===== config.mk =====
export PLATFORM = sky130hd
export DESIGN_NAME = multiclass_job_admission_fifo
export DESIGN_NICKNAME = d
export VERILOG_FILES = /design/src/rtl/mjaf_pkg.sv /design/src/rtl/mjaf_ram.sv /design/src/rtl/mjaf_front.sv /design/src/rtl/mjaf_engine.sv /design/src/rtl/multiclass_job_admission_fifo.sv
export SDC_FILE = /design/constraint.sdc
export NUM_CORES = 1
export LEC_CHECK = 0
export BUFFER_PORTS_ARGS = -buffer_cell sky130_fd_sc_hd__buf_2
export CAP_MARGIN = 10
export CORE_MARGIN = 1
export CORE_UTILIZATION = 55
export DETAILED_ROUTE_END_ITERATION = 16
export PLACE_DENSITY = 0.77
export SLEW_MARGIN = 20
export SYNTH_ARGS = -nofsm -noshare
export SYNTH_HDL_FRONTEND = slang
export SYNTH_SLANG_ARGS = --single-unit

===== constraint.sdc =====
create_clock -name clk -period 8.4 [get_ports clk]
set_clock_uncertainty 0.05 [all_clocks]
set_input_delay 0.84 -clock clk [delete_from_list [all_inputs] [get_ports clk]]
set_output_delay 0.84 -clock clk [all_outputs]
set_load 0.01 [all_outputs]

===== src/rtl/mjaf_pkg.sv =====
// ----------------------------------------------------------------------------
// mjaf_pkg
// Shared types, widths and codes for the multiclass job admission FIFO.
// ----------------------------------------------------------------------------
package mjaf_pkg;

  // Default sizing of the block.
  localparam int DEF_NUM_CLASSES = 4;
  localparam int DEF_NUM_CONFIGS = 8;
  localparam int DEF_COUNT_BITS  = 8;
  localparam int DEF_FIFO_DEPTH  = 64;

  // Fixed field and register widths.
  localparam int CLASS_W      = 2;
  localparam int OCC_W        = 9;
  localparam int CNT_OUT_W    = 7;
  localparam int ROW_W        = 32;
  localparam int NUM_ROW_REGS = 8;
  localparam int CFG_IDX_W    = 3;

  // Command codes.
  localparam logic CMD_ARRIVE = 1'b0;
  localparam logic CMD_DEPART = 1'b1;

  // One request as it leaves the front part.
  typedef struct packed {
    logic               cmd;
    logic [CLASS_W-1:0] cls;
    logic               cls_ok;
  } job_req_t;

  // Back-end sequencer states.
  typedef enum logic [2:0] {
    ST_IDLE,
    ST_ARRIVE,
    ST_DEPART,
    ST_RDHEAD,
    ST_CHECK,
    ST_DONE
  } eng_state_t;

endpackage


===== src/rtl/mjaf_ram.sv =====
// ----------------------------------------------------------------------------
// mjaf_ram
// Generic single-write, single-read RAM with registered read data.
// ----------------------------------------------------------------------------
module mjaf_ram #(
  parameter int WIDTH = 2,
  parameter int DEPTH = 64
) (
  input  logic                     clk,
  input  logic                     we,
  input  logic [$clog2(DEPTH)-1:0] waddr,
  input  logic [WIDTH-1:0]         wdata,
  input  logic [$clog2(DEPTH)-1:0] raddr,
  output logic [WIDTH-1:0]         rdata
);

  logic [WIDTH-1:0] mem [DEPTH];

  // Write port and registered read port.
  always_ff @(posedge clk) begin
    if (we) begin
      mem[waddr] <= wdata;
    end
    rdata <= mem[raddr];
  end

endmodule


===== src/rtl/mjaf_front.sv =====
// ----------------------------------------------------------------------------
// mjaf_front
// Accepts requests, checks the class against the configured class count and
// holds them in a two-entry queue towards the back end.
// ----------------------------------------------------------------------------
module mjaf_front import mjaf_pkg::*; #(
  parameter int NUM_CLASSES = DEF_NUM_CLASSES
) (
  input  logic               clk,
  input  logic               rst,
  input  logic               in_valid,
  output logic               in_stall,
  input  logic               command,
  input  logic [CLASS_W-1:0] job_class,
  output logic               req_valid,
  output job_req_t           req,
  input  logic               req_pop
);

  job_req_t    slot [2];
  logic        wr_ptr;
  logic        rd_ptr;
  logic [1:0]  count;
  logic        push;
  job_req_t    incoming;

  // Classify the incoming request.
  always_comb begin
    incoming.cmd    = command;
    incoming.cls    = job_class;
    incoming.cls_ok = (32'(job_class) < NUM_CLASSES);
  end

  assign in_stall  = (count == 2'd2);
  assign push      = in_valid && !in_stall;
  assign req_valid = (count != 2'd0);
  assign req       = slot[rd_ptr];

  // Queue storage.
  always_ff @(posedge clk) begin
    if (push) begin
      slot[wr_ptr] <= incoming;
    end
  end

  // Queue pointers and fill.
  always_ff @(posedge clk) begin
    if (rst) begin
      wr_ptr <= 1'b0;
      rd_ptr <= 1'b0;
      count  <= 2'd0;
    end else begin
      if (push) begin
        wr_ptr <= !wr_ptr;
      end
      if (req_pop) begin
        rd_ptr <= !rd_ptr;
      end
      count <= count + 2'(push) - 2'(req_pop);
    end
  end

endmodule


===== src/rtl/mjaf_engine.sv =====
// ----------------------------------------------------------------------------
// mjaf_engine
// Back end: holds the configuration rows, running and waiting counts and the
// waiting FIFO, carries out one request at a time and registers the result.
// ----------------------------------------------------------------------------
module mjaf_engine import mjaf_pkg::*; #(
  parameter int NUM_CLASSES = DEF_NUM_CLASSES,
  parameter int NUM_CONFIGS = DEF_NUM_CONFIGS,
  parameter int COUNT_BITS  = DEF_COUNT_BITS,
  parameter int FIFO_DEPTH  = DEF_FIFO_DEPTH
) (
  input  logic                 clk,
  input  logic                 rst,
  input  logic                 cfg_we,
  input  logic [CFG_IDX_W-1:0] cfg_index,
  input  logic [ROW_W-1:0]     cfg_data,
  input  logic                 req_valid,
  input  job_req_t             req,
  output logic                 req_pop,
  output logic                 out_valid,
  input  logic                 out_stall,
  output logic                 handled_now,
  output logic                 queued,
  output logic                 dropped,
  output logic [CNT_OUT_W-1:0] drained_count,
  output logic [OCC_W-1:0]     class_occupancy,
  output logic [CNT_OUT_W-1:0] queue_length
);

  localparam int PTR_W  = $clog2(FIFO_DEPTH);
  localparam int FILL_W = $clog2(FIFO_DEPTH + 1);
  localparam int SUM_W  = ((COUNT_BITS > FILL_W) ? COUNT_BITS : FILL_W) + 1;

  logic [ROW_W-1:0]      rows [NUM_CONFIGS];
  logic [COUNT_BITS-1:0] entry [NUM_CONFIGS][NUM_CLASSES];
  logic [COUNT_BITS-1:0] running [NUM_CLASSES];
  logic [FILL_W-1:0]     waiting [NUM_CLASSES];
  logic [PTR_W-1:0]      head;
  logic [PTR_W-1:0]      tail;
  logic [FILL_W-1:0]     fill;
  logic [FILL_W-1:0]     drained;
  eng_state_t            state;
  eng_state_t            state_next;
  job_req_t              cur;
  logic                  res_handled;
  logic                  res_queued;
  logic                  res_dropped;
  logic [OCC_W-1:0]      res_occ;
  logic [CLASS_W-1:0]    head_cls;
  logic [CLASS_W-1:0]    fit_cls;
  logic                  fits;
  logic [COUNT_BITS-1:0] cur_running;
  logic [FILL_W-1:0]     cur_waiting;
  logic                  ram_we;
  logic                  load_out;

  // Configuration rows; writes beyond the used rows are ignored.
  always_ff @(posedge clk) begin
    if (rst) begin
      for (int r = 0; r < NUM_CONFIGS; r++) begin
        rows[r] <= '0;
      end
    end else if (cfg_we) begin
      for (int r = 0; r < NUM_CONFIGS; r++) begin
        if (32'(cfg_index) == r) begin
          rows[r] <= cfg_data;
        end
      end
    end
  end

  // Per-class row entries; classes lying past bit 31 read as zero.
  for (genvar r = 0; r < NUM_CONFIGS; r++) begin : g_row
    for (genvar i = 0; i < NUM_CLASSES; i++) begin : g_cls
      localparam int LO = i * COUNT_BITS;
      if (LO >= ROW_W) begin : g_zero
        assign entry[r][i] = '0;
      end else begin : g_field
        assign entry[r][i] = COUNT_BITS'(rows[r] >> LO);
      end
    end
  end

  // Feasibility check with one more job of fit_cls running.
  always_comb begin
    logic                ok;
    logic [COUNT_BITS:0] want;
    fits = 1'b0;
    for (int r = 0; r < NUM_CONFIGS; r++) begin
      ok = 1'b1;
      for (int i = 0; i < NUM_CLASSES; i++) begin
        want = {1'b0, running[i]} + (COUNT_BITS+1)'(32'(fit_cls) == i);
        if (want > {1'b0, entry[r][i]}) begin
          ok = 1'b0;
        end
      end
      if (ok) begin
        fits = 1'b1;
      end
    end
  end

  assign fit_cls = (state == ST_CHECK) ? head_cls : cur.cls;

  // Counts of the current request's class.
  always_comb begin
    cur_running = '0;
    cur_waiting = '0;
    for (int i = 0; i < NUM_CLASSES; i++) begin
      if (32'(cur.cls) == i) begin
        cur_running = running[i];
        cur_waiting = waiting[i];
      end
    end
  end

  assign ram_we   = (state == ST_ARRIVE) && !fits && (32'(fill) < FIFO_DEPTH);
  assign load_out = (state == ST_DONE) && (!out_valid || !out_stall);

  // Waiting FIFO storage; the read address follows the head.
  mjaf_ram #(
    .WIDTH (CLASS_W),
    .DEPTH (FIFO_DEPTH)
  ) u_wait_ram (
    .clk   (clk),
    .we    (ram_we),
    .waddr (tail),
    .wdata (cur.cls),
    .raddr (head),
    .rdata (head_cls)
  );

  // State register.
  always_ff @(posedge clk) begin
    if (rst) begin
      state <= ST_IDLE;
    end else begin
      state <= state_next;
    end
  end

  // Next state and request pop.
  always_comb begin
    state_next = state;
    req_pop    = 1'b0;
    case (state)
      ST_IDLE: begin
        if (req_valid) begin
          req_pop = 1'b1;
          if (!req.cls_ok) begin
            state_next = ST_DONE;
          end else if (req.cmd == CMD_ARRIVE) begin
            state_next = ST_ARRIVE;
          end else begin
            state_next = ST_DEPART;
          end
        end
      end
      ST_ARRIVE: state_next = ST_DONE;
      ST_DEPART: state_next = ST_RDHEAD;
      ST_RDHEAD: state_next = (fill == '0) ? ST_DONE : ST_CHECK;
      ST_CHECK:  state_next = fits ? ST_RDHEAD : ST_DONE;
      ST_DONE: begin
        if (load_out) begin
          state_next = ST_IDLE;
        end
      end
      default: state_next = ST_IDLE;
    endcase
  end

  // Counts, FIFO pointers and result fields.
  always_ff @(posedge clk) begin
    if (rst) begin
      for (int i = 0; i < NUM_CLASSES; i++) begin
        running[i] <= '0;
        waiting[i] <= '0;
      end
      head <= '0;
      tail <= '0;
      fill <= '0;
    end else begin
      case (state)
        ST_IDLE: begin
          cur         <= req;
          res_handled <= 1'b0;
          res_queued  <= 1'b0;
          res_dropped <= 1'b0;
          res_occ     <= '0;
          drained     <= '0;
        end
        ST_ARRIVE: begin
          res_occ <= OCC_W'(SUM_W'(cur_running) + SUM_W'(cur_waiting));
          if (fits) begin
            res_handled <= 1'b1;
            for (int i = 0; i < NUM_CLASSES; i++) begin
              if (32'(cur.cls) == i) begin
                running[i] <= running[i] + 1'b1;
              end
            end
          end else if (ram_we) begin
            res_queued <= 1'b1;
            tail       <= (tail == PTR_W'(FIFO_DEPTH - 1)) ? '0 : tail + 1'b1;
            fill       <= fill + 1'b1;
            for (int i = 0; i < NUM_CLASSES; i++) begin
              if (32'(cur.cls) == i) begin
                waiting[i] <= waiting[i] + 1'b1;
              end
            end
          end else begin
            res_dropped <= 1'b1;
          end
        end
        ST_DEPART: begin
          if (cur_running != '0) begin
            res_handled <= 1'b1;
            for (int i = 0; i < NUM_CLASSES; i++) begin
              if (32'(cur.cls) == i) begin
                running[i] <= running[i] - 1'b1;
              end
            end
          end
        end
        ST_CHECK: begin
          // Start the FIFO head when it fits.
          if (fits) begin
            for (int i = 0; i < NUM_CLASSES; i++) begin
              if (32'(head_cls) == i) begin
                running[i] <= running[i] + 1'b1;
                if (waiting[i] != '0) begin
                  waiting[i] <= waiting[i] - 1'b1;
                end
              end
            end
            head    <= (head == PTR_W'(FIFO_DEPTH - 1)) ? '0 : head + 1'b1;
            fill    <= fill - 1'b1;
            drained <= drained + 1'b1;
          end
        end
        default: begin
        end
      endcase
    end
  end

  // Output register.
  always_ff @(posedge clk) begin
    if (rst) begin
      out_valid <= 1'b0;
    end else if (load_out) begin
      out_valid <= 1'b1;
    end else if (!out_stall) begin
      out_valid <= 1'b0;
    end
  end

  always_ff @(posedge clk) begin
    if (load_out) begin
      handled_now     <= res_handled;
      queued          <= res_queued;
      dropped         <= res_dropped;
      drained_count   <= CNT_OUT_W'(drained);
      class_occupancy <= res_occ;
      queue_length    <= CNT_OUT_W'(fill);
    end
  end

endmodule


===== src/rtl/multiclass_job_admission_fifo.sv =====
// ----------------------------------------------------------------------------
// multiclass_job_admission_fifo
// Admits jobs of several classes against a set of feasible configurations.
// ----------------------------------------------------------------------------
// Requests enter a two-entry queue in the front part and are carried out one
// at a time by the back-end sequencer, which delivers one result per request
// through an output register. An arrival runs through ARRIVE and DONE, a
// departure through DEPART, RDHEAD, a CHECK and RDHEAD per job started from
// the waiting FIFO, one more CHECK when a waiting head does not fit, and DONE;
// the drain loop is bound by the registered FIFO memory read and then the
// feasibility check. The user must write configuration rows through the plain
// write port only while idle; the block does not enforce it. Classes at or
// above the class count are ignored and report only the queue length.
module multiclass_job_admission_fifo import mjaf_pkg::*; #(
  parameter int NUM_CLASSES = DEF_NUM_CLASSES,
  parameter int NUM_CONFIGS = DEF_NUM_CONFIGS,
  parameter int COUNT_BITS  = DEF_COUNT_BITS,
  parameter int FIFO_DEPTH  = DEF_FIFO_DEPTH
) (
  input  logic                 clk,
  input  logic                 rst,
  input  logic                 cfg_we,
  input  logic [CFG_IDX_W-1:0] cfg_index,
  input  logic [ROW_W-1:0]     cfg_data,
  input  logic                 in_valid,
  output logic                 in_stall,
  input  logic                 command,
  input  logic [CLASS_W-1:0]   job_class,
  output logic                 out_valid,
  input  logic                 out_stall,
  output logic                 handled_now,
  output logic                 queued,
  output logic                 dropped,
  output logic [CNT_OUT_W-1:0] drained_count,
  output logic [OCC_W-1:0]     class_occupancy,
  output logic [CNT_OUT_W-1:0] queue_length
);

  logic     req_valid;
  logic     req_pop;
  job_req_t req;

  // Front part: acceptance and classification.
  mjaf_front #(
    .NUM_CLASSES (NUM_CLASSES)
  ) u_front (
    .clk       (clk),
    .rst       (rst),
    .in_valid  (in_valid),
    .in_stall  (in_stall),
    .command   (command),
    .job_class (job_class),
    .req_valid (req_valid),
    .req       (req),
    .req_pop   (req_pop)
  );

  // Back part: admission, draining and result.
  mjaf_engine #(
    .NUM_CLASSES (NUM_CLASSES),
    .NUM_CONFIGS (NUM_CONFIGS),
    .COUNT_BITS  (COUNT_BITS),
    .FIFO_DEPTH  (FIFO_DEPTH)
  ) u_engine (
    .clk             (clk),
    .rst             (rst),
    .cfg_we          (cfg_we),
    .cfg_index       (cfg_index),
    .cfg_data        (cfg_data),
    .req_valid       (req_valid),
    .req             (req),
    .req_pop         (req_pop),
    .out_valid       (out_valid),
    .out_stall       (out_stall),
    .handled_now     (handled_now),
    .queued          (queued),
    .dropped         (dropped),
    .drained_count   (drained_count),
    .class_occupancy (class_occupancy),
    .queue_length    (queue_length)
  );

  // At most one admission outcome per result.
  a_one_outcome: assert property (@(posedge clk) disable iff (rst)
    out_valid |-> $onehot0({handled_now && !dropped, queued, dropped}))
    else $error("more than one admission outcome");

  // A drop only happens with the FIFO full.
  a_drop_full: assert property (@(posedge clk) disable iff (rst)
    (out_valid && dropped) |-> (32'(queue_length) == FIFO_DEPTH))
    else $error("drop with room in the FIFO");

  // An arrival never drains and a queued arrival leaves a non-empty FIFO.
  a_queue_state: assert property (@(posedge clk) disable iff (rst)
    (out_valid && queued) |-> (drained_count == '0 && queue_length != '0))
    else $error("queued result inconsistent");

  // The queue length never exceeds the FIFO depth.
  a_fill_bound: assert property (@(posedge clk) disable iff (rst)
    out_valid |-> (32'(queue_length) <= FIFO_DEPTH))
    else $error("queue length beyond depth");

endmodule

* Yosys cells after proc, flatten, opt, wreduce, memory -nomap -nowiden
Memory sizes are Yosys's and may differ from the RTL's. A register that Yosys moved wholly into a read port is not among the register bits. Cells that the tools add are included.
Storage, ports and cells: register bits after elaboration 74, bits in writable memories 450, input bits 43, output and inout bits 28, logic and storage cells 432, memories kept 5
Memory list:
- u_engine.rows | words 8, bits a word 32, read ports 8, clocked after Yosys merged registers in 0, write ports 8, RTL line mjaf_engine.sv:34 | logic [ROW_W-1:0] rows [NUM_CONFIGS];
- u_engine.u_wait_ram.mem | words 64, bits a word 2, read ports 1, clocked after Yosys merged registers in 1, write ports 1, RTL line mjaf_ram.sv:17 | logic [WIDTH-1:0] mem [DEPTH];
- u_engine.running | words 4, bits a word 8, read ports 4, clocked after Yosys merged registers in 0, write ports 4, RTL line mjaf_engine.sv:36 | logic [COUNT_BITS-1:0] running [NUM_CLASSES];
- u_engine.waiting | words 4, bits a word 7, read ports 4, clocked after Yosys merged registers in 0, write ports 4, RTL line mjaf_engine.sv:37 | logic [FILL_W-1:0] waiting [NUM_CLASSES];
- u_front.slot | words 2, bits a word 3, read ports 1, clocked after Yosys merged registers in 1, write ports 1, RTL line mjaf_front.sv:20 | job_req_t slot [2];
Cells by class: add/sub/neg operators 28, $lt $le $gt $ge 33, equal/unequal tests 33, multiplexer cells 246, bitwise operators 30, reductions and logical operators 37
Operators with widths (count):
- $gt A9 B8 Y1 | 32
- $mux W32 | 8
- $mux W1 | 191
- $mux W8 | 16
- $mux W7 | 16
- $add A7 B1 Y7 const B | 6
- $add A8 B1 Y9 | 4
- $sub A7 B1 Y7 const B | 5
- $add A8 B1 Y8 const B | 4
- $sub A8 B1 Y8 const B | 4
- $or A1 B1 Y1 | 28
- $pmux W7 S2 | 2
- $reduce_bool A7 Y1 | 4
- $eq A3 B3 Y1 const B | 6
- $pmux W3 S6 | 1
- $pmux W9 S2 | 1
- $reduce_and A4 Y1 | 4
- $eq A2 B2 Y1 const B | 7
- $add A6 B1 Y6 const B | 2
- $eq A3 B2 Y1 const B | 4
- $eq A6 B6 Y1 const B | 2
- $mux W3 | 4
- $mux W6 | 2
- $ne A2 B1 Y1 const B | 6
- other kinds (22) | 48

* Depth between registers and ports, before layout
Gate-level depths: netlist of run 1.
depth in word-level cells 27, depth in mapped cells 29, gate-level depth less buffers 26

* Modules after synthesis
A second synthesis of run 1 with hierarchy kept.
Unflattened totals: cells, all modules 2681, area total of the unflattened synthesis 30002.5 um^2
Modules (own cells, without submodules):
- mjaf_engine | times used 1, cells an instance 2330, area an instance 24061.8 um^2, seq. area each 11360.9 um^2
- mjaf_ram | times used 1, cells an instance 315, area an instance 5489.0 um^2, seq. area each 3883.7 um^2
- mjaf_front | times used 1, cells an instance 36, area an instance 451.7 um^2, seq. area each 280.3 um^2

* Worst setup path before layout of run 1
No wires, ideal clock.
path type register -> register, start register u_engine.cur[1] (netlist bit), end memory u_engine.waiting[1][6] (netlist bit), data pin, setup time 257 ps, arrival 6525 ps, required time 8093 ps, path slack 1568 ps, stages on the path, launching flop included 27, buffers on the path 3, period minus slack after synthesis 6832 ps, path through edfxtp_1 -> buf_2 -> buf_2 -> nand2_1 -> o21ai_0 -> ha_1 -> ha_1 -> nand2_1 -> xnor2_1 -> ha_1 -> a21oi_1 -> nor2_1 -> a2111oi_0 -> o21ai_0 -> a221o_1 -> o211ai_1 -> o21ai_4 -> buf_6 -> nor4b_4 -> ha_1 -> a21o_1 -> a21o_1 -> a21o_1 -> a21oi_1 -> xnor2_1 -> xnor2_1 -> nor2_1
RTL lines:
- start: declaration | RTL line mjaf_engine.sv:44 | job_req_t cur;
- start signal: assignment | RTL line mjaf_engine.sv:185 | cur <= req;
- end: declaration | RTL line mjaf_engine.sv:37

==> results of run 1 <==
-- through the flow --
step           power, mW  setup slack (ns)
3_5_place_dp       6.363             1.243
4_1_cts            8.993             1.226
2_1_floorplan      5.484             1.568
6_report           9.026             1.131
3_3_place_gp       6.182             1.484
5_1_grt            9.468            0.6246
-- layer usage --
layer | routed length (µm) | vias to the layer above | share of wire, % | track usage (%)
li1 | - | 9680 | - | -
met1 | 29650 | 10320 | 41 | 35.06
met2 | 34790 | 916 | 48 | 43.76
met3 | 5865 | 164 | 8.1 | 4.030
met4 | 1964 | 2 | 2.7 | 8.373
met5 | 13 | - | 0.018 | 0
-- final timing paths --
| check | startpoint | end | slack [ns] | depth (start not counted) |
|---|---|---|---|---|
| max | u_engine.cur[2]$_DFFE_PP_ | u_engine.waiting[1][6]$_SDFFCE_PN0P_ | 1.13 | 23 |
| min | job_class[0] | u_front.slot[0][0]$_DFFE_PP_ | 0.35 | 1 |
| max reg2reg | u_engine.cur[2]$_DFFE_PP_ | u_engine.waiting[1][6]$_SDFFCE_PN0P_ | 1.13 | 23 |
| min reg2reg | u_engine.res_occ[3]$_SDFFCE_PN0P_ | u_engine.class_occupancy[3]$_DFFE_PP_ | 0.37 | 0 |
-- layout make-up --
class | instances | area, µm² | area share [%]
clock buffer | 70 | 1535 | 4.675
timing repair buffer | 108 | 638.1 | 1.943
tap | 688 | 860.8 | 2.621
clock inverter | 34 | 436.7 | 1.330
multi-input combinational | 1659 | 12580 | 38.32
inverter | 335 | 1257 | 3.829
sequential | 527 | 15530 | 47.28
-- flip-flops by register name, indices dropped and copies added, names as in the netlist, 2 cells and up, named ones only --
register,count
u_engine.rows,256
u_engine.u_wait_ram.mem,128
u_engine.running,32
u_engine.waiting,28
u_engine.class_occupancy,9
u_engine.res_occ,9
u_engine.drained,7
u_engine.drained_count,7
u_engine.fill,7
u_engine.queue_length,7
u_engine.head,6
u_engine.tail,6
u_front.slot,6
u_engine.state,3
u_engine.cur,2
u_engine.u_wait_ram.rdata,2
u_front.count,2
-- cells in the mapped netlist, types with 18 or more instances --
library cell and instances:
xnor2_1 39, a31oi_1 19, nand2b_1 60, a21o_1 35, o21a_1 20, mux4_2 57
o221ai_1 20, a221oi_1 21, clkbuf_1 58, inv_1 334, nor2_1 398, nand3_1 65
o21ai_0 62, ha_1 299, and3_1 30, xor2_1 27, edfxtp_1 497, dfxtp_1 30
nor4_1 18, nand2_1 75, or3_1 21, nor3_1 29, a21oi_1 86, nand4_1 61
nor2b_1 19
-- worst reg2reg max path, cell delays in order (launching register included) --
cell and delay [ns]:
edfxtp_1 0.35, buf_4 0.71, nand2_1 0.34, o21ai_0 0.34, ha_1 0.29, nand3_1 0.11
xnor2_1 0.69, ha_1 0.39, nand2_1 0.07, nor2_1 0.04, a2111oi_0 0.37, o21ai_0 0.21
a221o_1 0.38, o211ai_1 0.60, o21ai_4 0.14, nor4b_4 0.51, ha_1 0.37, a21o_1 0.17
a21o_1 0.19, a21o_1 0.18, a21oi_1 0.18, xnor2_1 0.16, xnor2_1 0.14, nor2_1 0.05
-- report_power, final --
group	total (mW)	internal, mW	switching (mW)
clock	2.63	1.55	1.08
sequential	3.48	3.23	0.257
combinational	2.91	1.15	1.77
-- kinds of logic after synthesis --
group / Yosys count
multiplexers: 71
flip-flops: 527
AND/OR/NAND/NOR: 828
XOR/XNOR: 66
AO/OA/AOI/OAI: 393
adder cells (fa/ha/maj): 301
buffers and inverters: 433
==> flow_summary_export.csv, run 1 <==
group,metric,value,unit
logic_synthesis,async_flop_share,0,%
logic_synthesis,syn_avg_cell_area,11.37,µm²
logic_synthesis,synth_top_area_cell,"edfxtp_1",
route,via_count,21080,
logic_synthesis,synth-edff-count,497,
sta,period_share,86.54,%
placement,gp_congestion,0.8944,
setup_path,startpoint_type,"flip-flop",
outcome,status,"complete, no violations",
clock_tree,cts-root-buf,"clkbuf_16",
placement,port_buffers,70,
clock_tree,cts_buffers,55,
die,start_util,56.12,%
sta,min_period,7.269,ns
clock_tree,cts_setup_buffers,0,
cells_and_area,mostFrequentLayoutCell,"edfxtp_1",
cells_and_area,diodes,0,
route,drt_wl_total,72290,µm
sta,whs,0.3515,ns
logic_synthesis,synthCells,2619,
route,drt_first_pass_iters,6,
placement,postPlaceCellArea,30860,µm²
cells_and_area,finalNonFillerCells,3421,
die,core_area,53080,µm²
setup_path,slowest_delay,0.71,ns
cells_and_area,nNetsFinal,3030,
setup_path,cp.required,8.73,ns
sta,max_freq,137.6,MHz
sta,setup_viol,0,
route,initialDrtViolationCount,1902,
logic_synthesis,syn_nets,2963,
cells_and_area,final.fill_count,3992,
placement,dp_cells,3317,
logic_synthesis,muxShareOfSynthArea,4.868,%
logic_synthesis,synth_xor_area_share,1.941,%
logic_synthesis,synth_top_family_by_area,"simple AND/OR/NAND/NOR gates",
grt,grt_max_degree,88,
clock_tree,cts_max_level,2,
cells_and_area,final_core_util,61.87,%
placement,dp.final_hpwl,50130,µm
sta,grt_setup_unrepaired,"false",
power,p_leak,13.31,nW
clock_tree,clk_latency,0.63,ns
sta,worstMarginPinSlew,1.146,ns
setup_path,crit_slowest_cell,"buf_4",
power,ir_worst_vdd,190.3,µV
clock_tree,postCtsHoldBufs,0,
setup_path,arrival,7.60,ns
clock_tree,clkTransAtPathRegs,0.06,ns
setup_path,critPathBufInv,1,
cells_and_area,areaGrowthSynthToFinish,10.24,%
setup_path,endpoint_kind,"flip-flop",
grt,antenna_found_initial,1,
setup_path,cp_max_fo,87,
grt,grt_pass1_wl,113900,µm
route,ant_nets,0,
setup_path,worstPathCellList,"buf_4, nand2_1, o21ai_0, ha_1, nand3_1, xnor2_1, ha_1, nand2_1, nor2_1, a2111oi_0, o21ai_0, a221o_1, o211ai_1, o21ai_4, nor4b_4, ha_1, a21o_1, a21o_1, a21o_1, a21oi_1, xnor2_1, xnor2_1, nor2_1",
job,drv_cap,0,
setup_path,crit_family,"compound AO/OA/AOI/OAI gates",
die,die_area,55100,µm²
logic_synthesis,synth_fa_ha_area_share,12.69,%
cells_and_area,drive_gt1_share,11.09,%
die,die_width,234.7,µm
grt,first_global_vias,21020,
logic_synthesis,synth_top_area_share,50.10,%
logic_synthesis,yosysSeqAreaShare,52.12,%
setup_path,path_class,"reg2reg",
logic_synthesis,yosys_register_bits,527,
sta,finalMaxSlewViolations,0,
clock_tree,cts.sinks,527,
die,row_count,84,
grt,grt-ovfl-total,0,
worst_hold_path,min_path_type,"in2reg",
sta,setup_tns,0,ns
clock_tree,cts_resized,0,
sta,hold_violations,0,
route,via_per_inst,6.163,
logic_synthesis,ys.flop_type,"edfxtp_1",
grt,grt.total_usage,26.15,%
clock_tree,cts.path.max_buffers,3,
logic_synthesis,synthSimpleGateAreaFrac,13.48,%
die,io_pins,71,
logic_synthesis,synthTopCellsByArea,"edfxtp_1 (50%), ha_1 (13%), nor2_1 (5.0%)",
logic_synthesis,ys_types,87,
route,drc_errors,0,
cells_and_area,final_area,32840,µm²
clock_tree,cts_tree,"built",
sta,slew_headroom,23.06,%
power,power_density,274.9,nW/µm²
route,wl_per_cell,21.13,µm
logic_synthesis,synth_compound_area_share,9.173,%
logic_synthesis,netlist_area,29790,µm²
logic_synthesis,yosys_warnings,0,
cells_and_area,final_cell_mix,"edfxtp_1 (497), nor2_1 (398), inv_1 (334), ha_1 (299), a21oi_1 (85)",
die,chipHeight,234.7,µm
Power figures use the tool's default switching activity.
==> run 2, diff against run 1 <==
--- a/config.mk
+++ b/config.mk
@@ -8,9 +8,10 @@
 export BUFFER_PORTS_ARGS = -buffer_cell sky130_fd_sc_hd__buf_2
 export CAP_MARGIN = 10
 export CORE_MARGIN = 1
-export CORE_UTILIZATION = 55
+export CORE_UTILIZATION = 64
 export DETAILED_ROUTE_END_ITERATION = 16
-export PLACE_DENSITY = 0.77
+export PLACE_DENSITY = 0.87
+export RECOVER_POWER = 25
 export SLEW_MARGIN = 20
 export SYNTH_ARGS = -nofsm -noshare
 export SYNTH_HDL_FRONTEND = slang
==> flow_summary_export.csv, run 2 (same netlist as run 1, synthesis figures left out) <==
group,metric,value,unit
outcome,status,"finished, violations left",
outcome,violations,"max-capacitance violations, max-slew violations",
clock_tree,cts_buffers,54,
sta,hold_violations,0,
power,power,8.812,mW
setup_path,cpMostUsedCell,"ha_1",
clock_tree,cts-root-buf,"clkbuf_16",
sta,min_period,7.352,ns
route,drt_wl_total,73470,µm
cells_and_area,final_core_util,71.11,%
cells_and_area,nNetsFinal,3027,
setup_path,crit_family,"compound AO/OA/AOI/OAI gates",
setup_path,worst-path-stages,26,
cells_and_area,final_cell_mix,"edfxtp_1 (497), nor2_1 (398), inv_1 (334), ha_1 (299), a21oi_1 (86)",
power,ir_worst_vdd,188.6,µV
die,core_area,45670,µm²
sta,period_share,87.52,%
route,drt_first_pass_iters,6,
sta,finalMaxSlewViolations,209,
power,p_leak,13.16,nW
sta,slew_headroom,-110.7,%
clock_tree,cts_tree,"built",
clock_tree,cts.path.max_buffers,3,
clock_tree,postCtsHoldBufs,0,
setup_path,slowest_delay,0.79,ns
sta,max_freq,136.0,MHz
clock_tree,cts_max_level,2,
placement,gp_congestion,0.9415,
grt,grt_pass1_wl,114800,µm
power,power_density,271.3,nW/µm²
clock_tree,cts_resized,0,
clock_tree,clkTransAtPathRegs,0.06,ns
worst_hold_path,holdPathStages,0,
grt,grt.total_usage,31.33,%
cells_and_area,diodes,0,
cells_and_area,top_regs,"u_engine.rows: 256 flops, u_engine.u_wait_ram.mem: 128 flops, u_engine.running: 32 flops",
clock_tree,clk_latency,0.64,ns
sta,setup_tns,0,ns
sta,grt_setup_unrepaired,"false",
die,start_util,65.22,%
grt,grt-ovfl-total,0,
cells_and_area,mostFrequentLayoutCell,"edfxtp_1",
cells_and_area,largest_reg_flops,256,
clock_tree,cts.sinks,527,
setup_path,crit_slowest_cell,"xnor2_1",
setup_path,startpoint_type,"flip-flop",
job,drv_cap,4,
grt,grt_max_degree,78,
die,chipHeight,217.7,µm
setup_path,endpoint_kind,"flip-flop",
route,wl_per_cell,22.08,µm
die,die_width,217.7,µm
clock_tree,cts_setup_buffers,0,
route,via_count,21640,
cells_and_area,top_register,"u_engine.rows",
route,drc_errors,0,
worst_hold_path,min_path_type,"reg2reg",
cells_and_area,drive_gt1_share,10.30,%
placement,dp.final_hpwl,49860,µm
grt,first_global_vias,21530,
grt,antenna_found_initial,0,
die,io_pins,71,
setup_path,path_class,"reg2reg",
setup_path,critPathBufInv,1,
setup_path,cp.required,8.73,ns
die,row_count,78,
sta,setup_viol,0,
setup_path,r2r_cells,26,
setup_path,cp_max_fo,12,
setup_path,arrival,7.68,ns
route,via_per_inst,6.503,
cells_and_area,areaGrowthSynthToFinish,9.026,%
placement,port_buffers,70,
route,ant_nets,0,
sta,worstMarginPinSlew,3.160,ns
route,initialDrtViolationCount,2545,
setup_path,reg2reg_slack,1.05,ns
die,die_area,47410,µm²
## run 2: cell types whose count changed in the layout (fill, tap and decap cells not counted), sizes merged
cell      change
buf          -11
bufinv        -3
clkbuf        +3
clkinv        +2
clkinvlp      +5
inv           -1
## run 2: power breakdown
group	leakage (nW)	internal, mW	switching, mW	total (mW)
clock	0.845	1.35	1.07	2.42
sequential	5.00	3.23	0.275	3.51
combinational	7.33	1.14	1.75	2.89
total	13.2	5.72	3.09	8.81
## run 2: layer usage
| metal | GRT usage, % | vias up | wire [µm] |
|---|---|---|---|
| li1 | - | 9650 | - |
| met1 | 41.04 | 10450 | 28000 |
| met2 | 51.52 | 1308 | 34890 |
| met3 | 5.300 | 238 | 7447 |
| met4 | 13.80 | 0 | 3128 |
| met5 | 0 | - | 0 |
## run 2: per-stage QoR
step,area [µm²],setup slack [ns],std cells,hold slack (ns)
after floorplan,29790,1.568,2619,0.3503
after global placement,30720,1.365,3227,0.3549
after detailed placement,30720,1.189,3227,0.3545
after CTS,32500,1.141,3328,0.3377
after global routing,32480,0.5535,3328,0.3754
final,32480,1.048,3328,0.3683
## run 2: final cells by class
type	count	area, µm²
well taps	600	750.7
clock inverters	37	387.9
fillers	3008	13200
multi-input cells	1659	12570
inverters	335	1257
repair buffers	106	596.8
flip-flops and latches	527	15530
clock buffers	64	1389
## run 2: final timing paths
check	start	to
setup / recovery	u_engine.state[0]$_SDFFE_PP0P_	u_engine.waiting[1][6]$_SDFFCE_PN0P_
hold / removal	u_engine.res_occ[8]$_SDFFCE_PN0P_	u_engine.class_occupancy[8]$_DFFE_PP_
setup reg to reg	u_engine.state[0]$_SDFFE_PP0P_	u_engine.waiting[1][6]$_SDFFCE_PN0P_
hold reg to reg	u_engine.res_occ[8]$_SDFFCE_PN0P_	u_engine.class_occupancy[8]$_DFFE_PP_
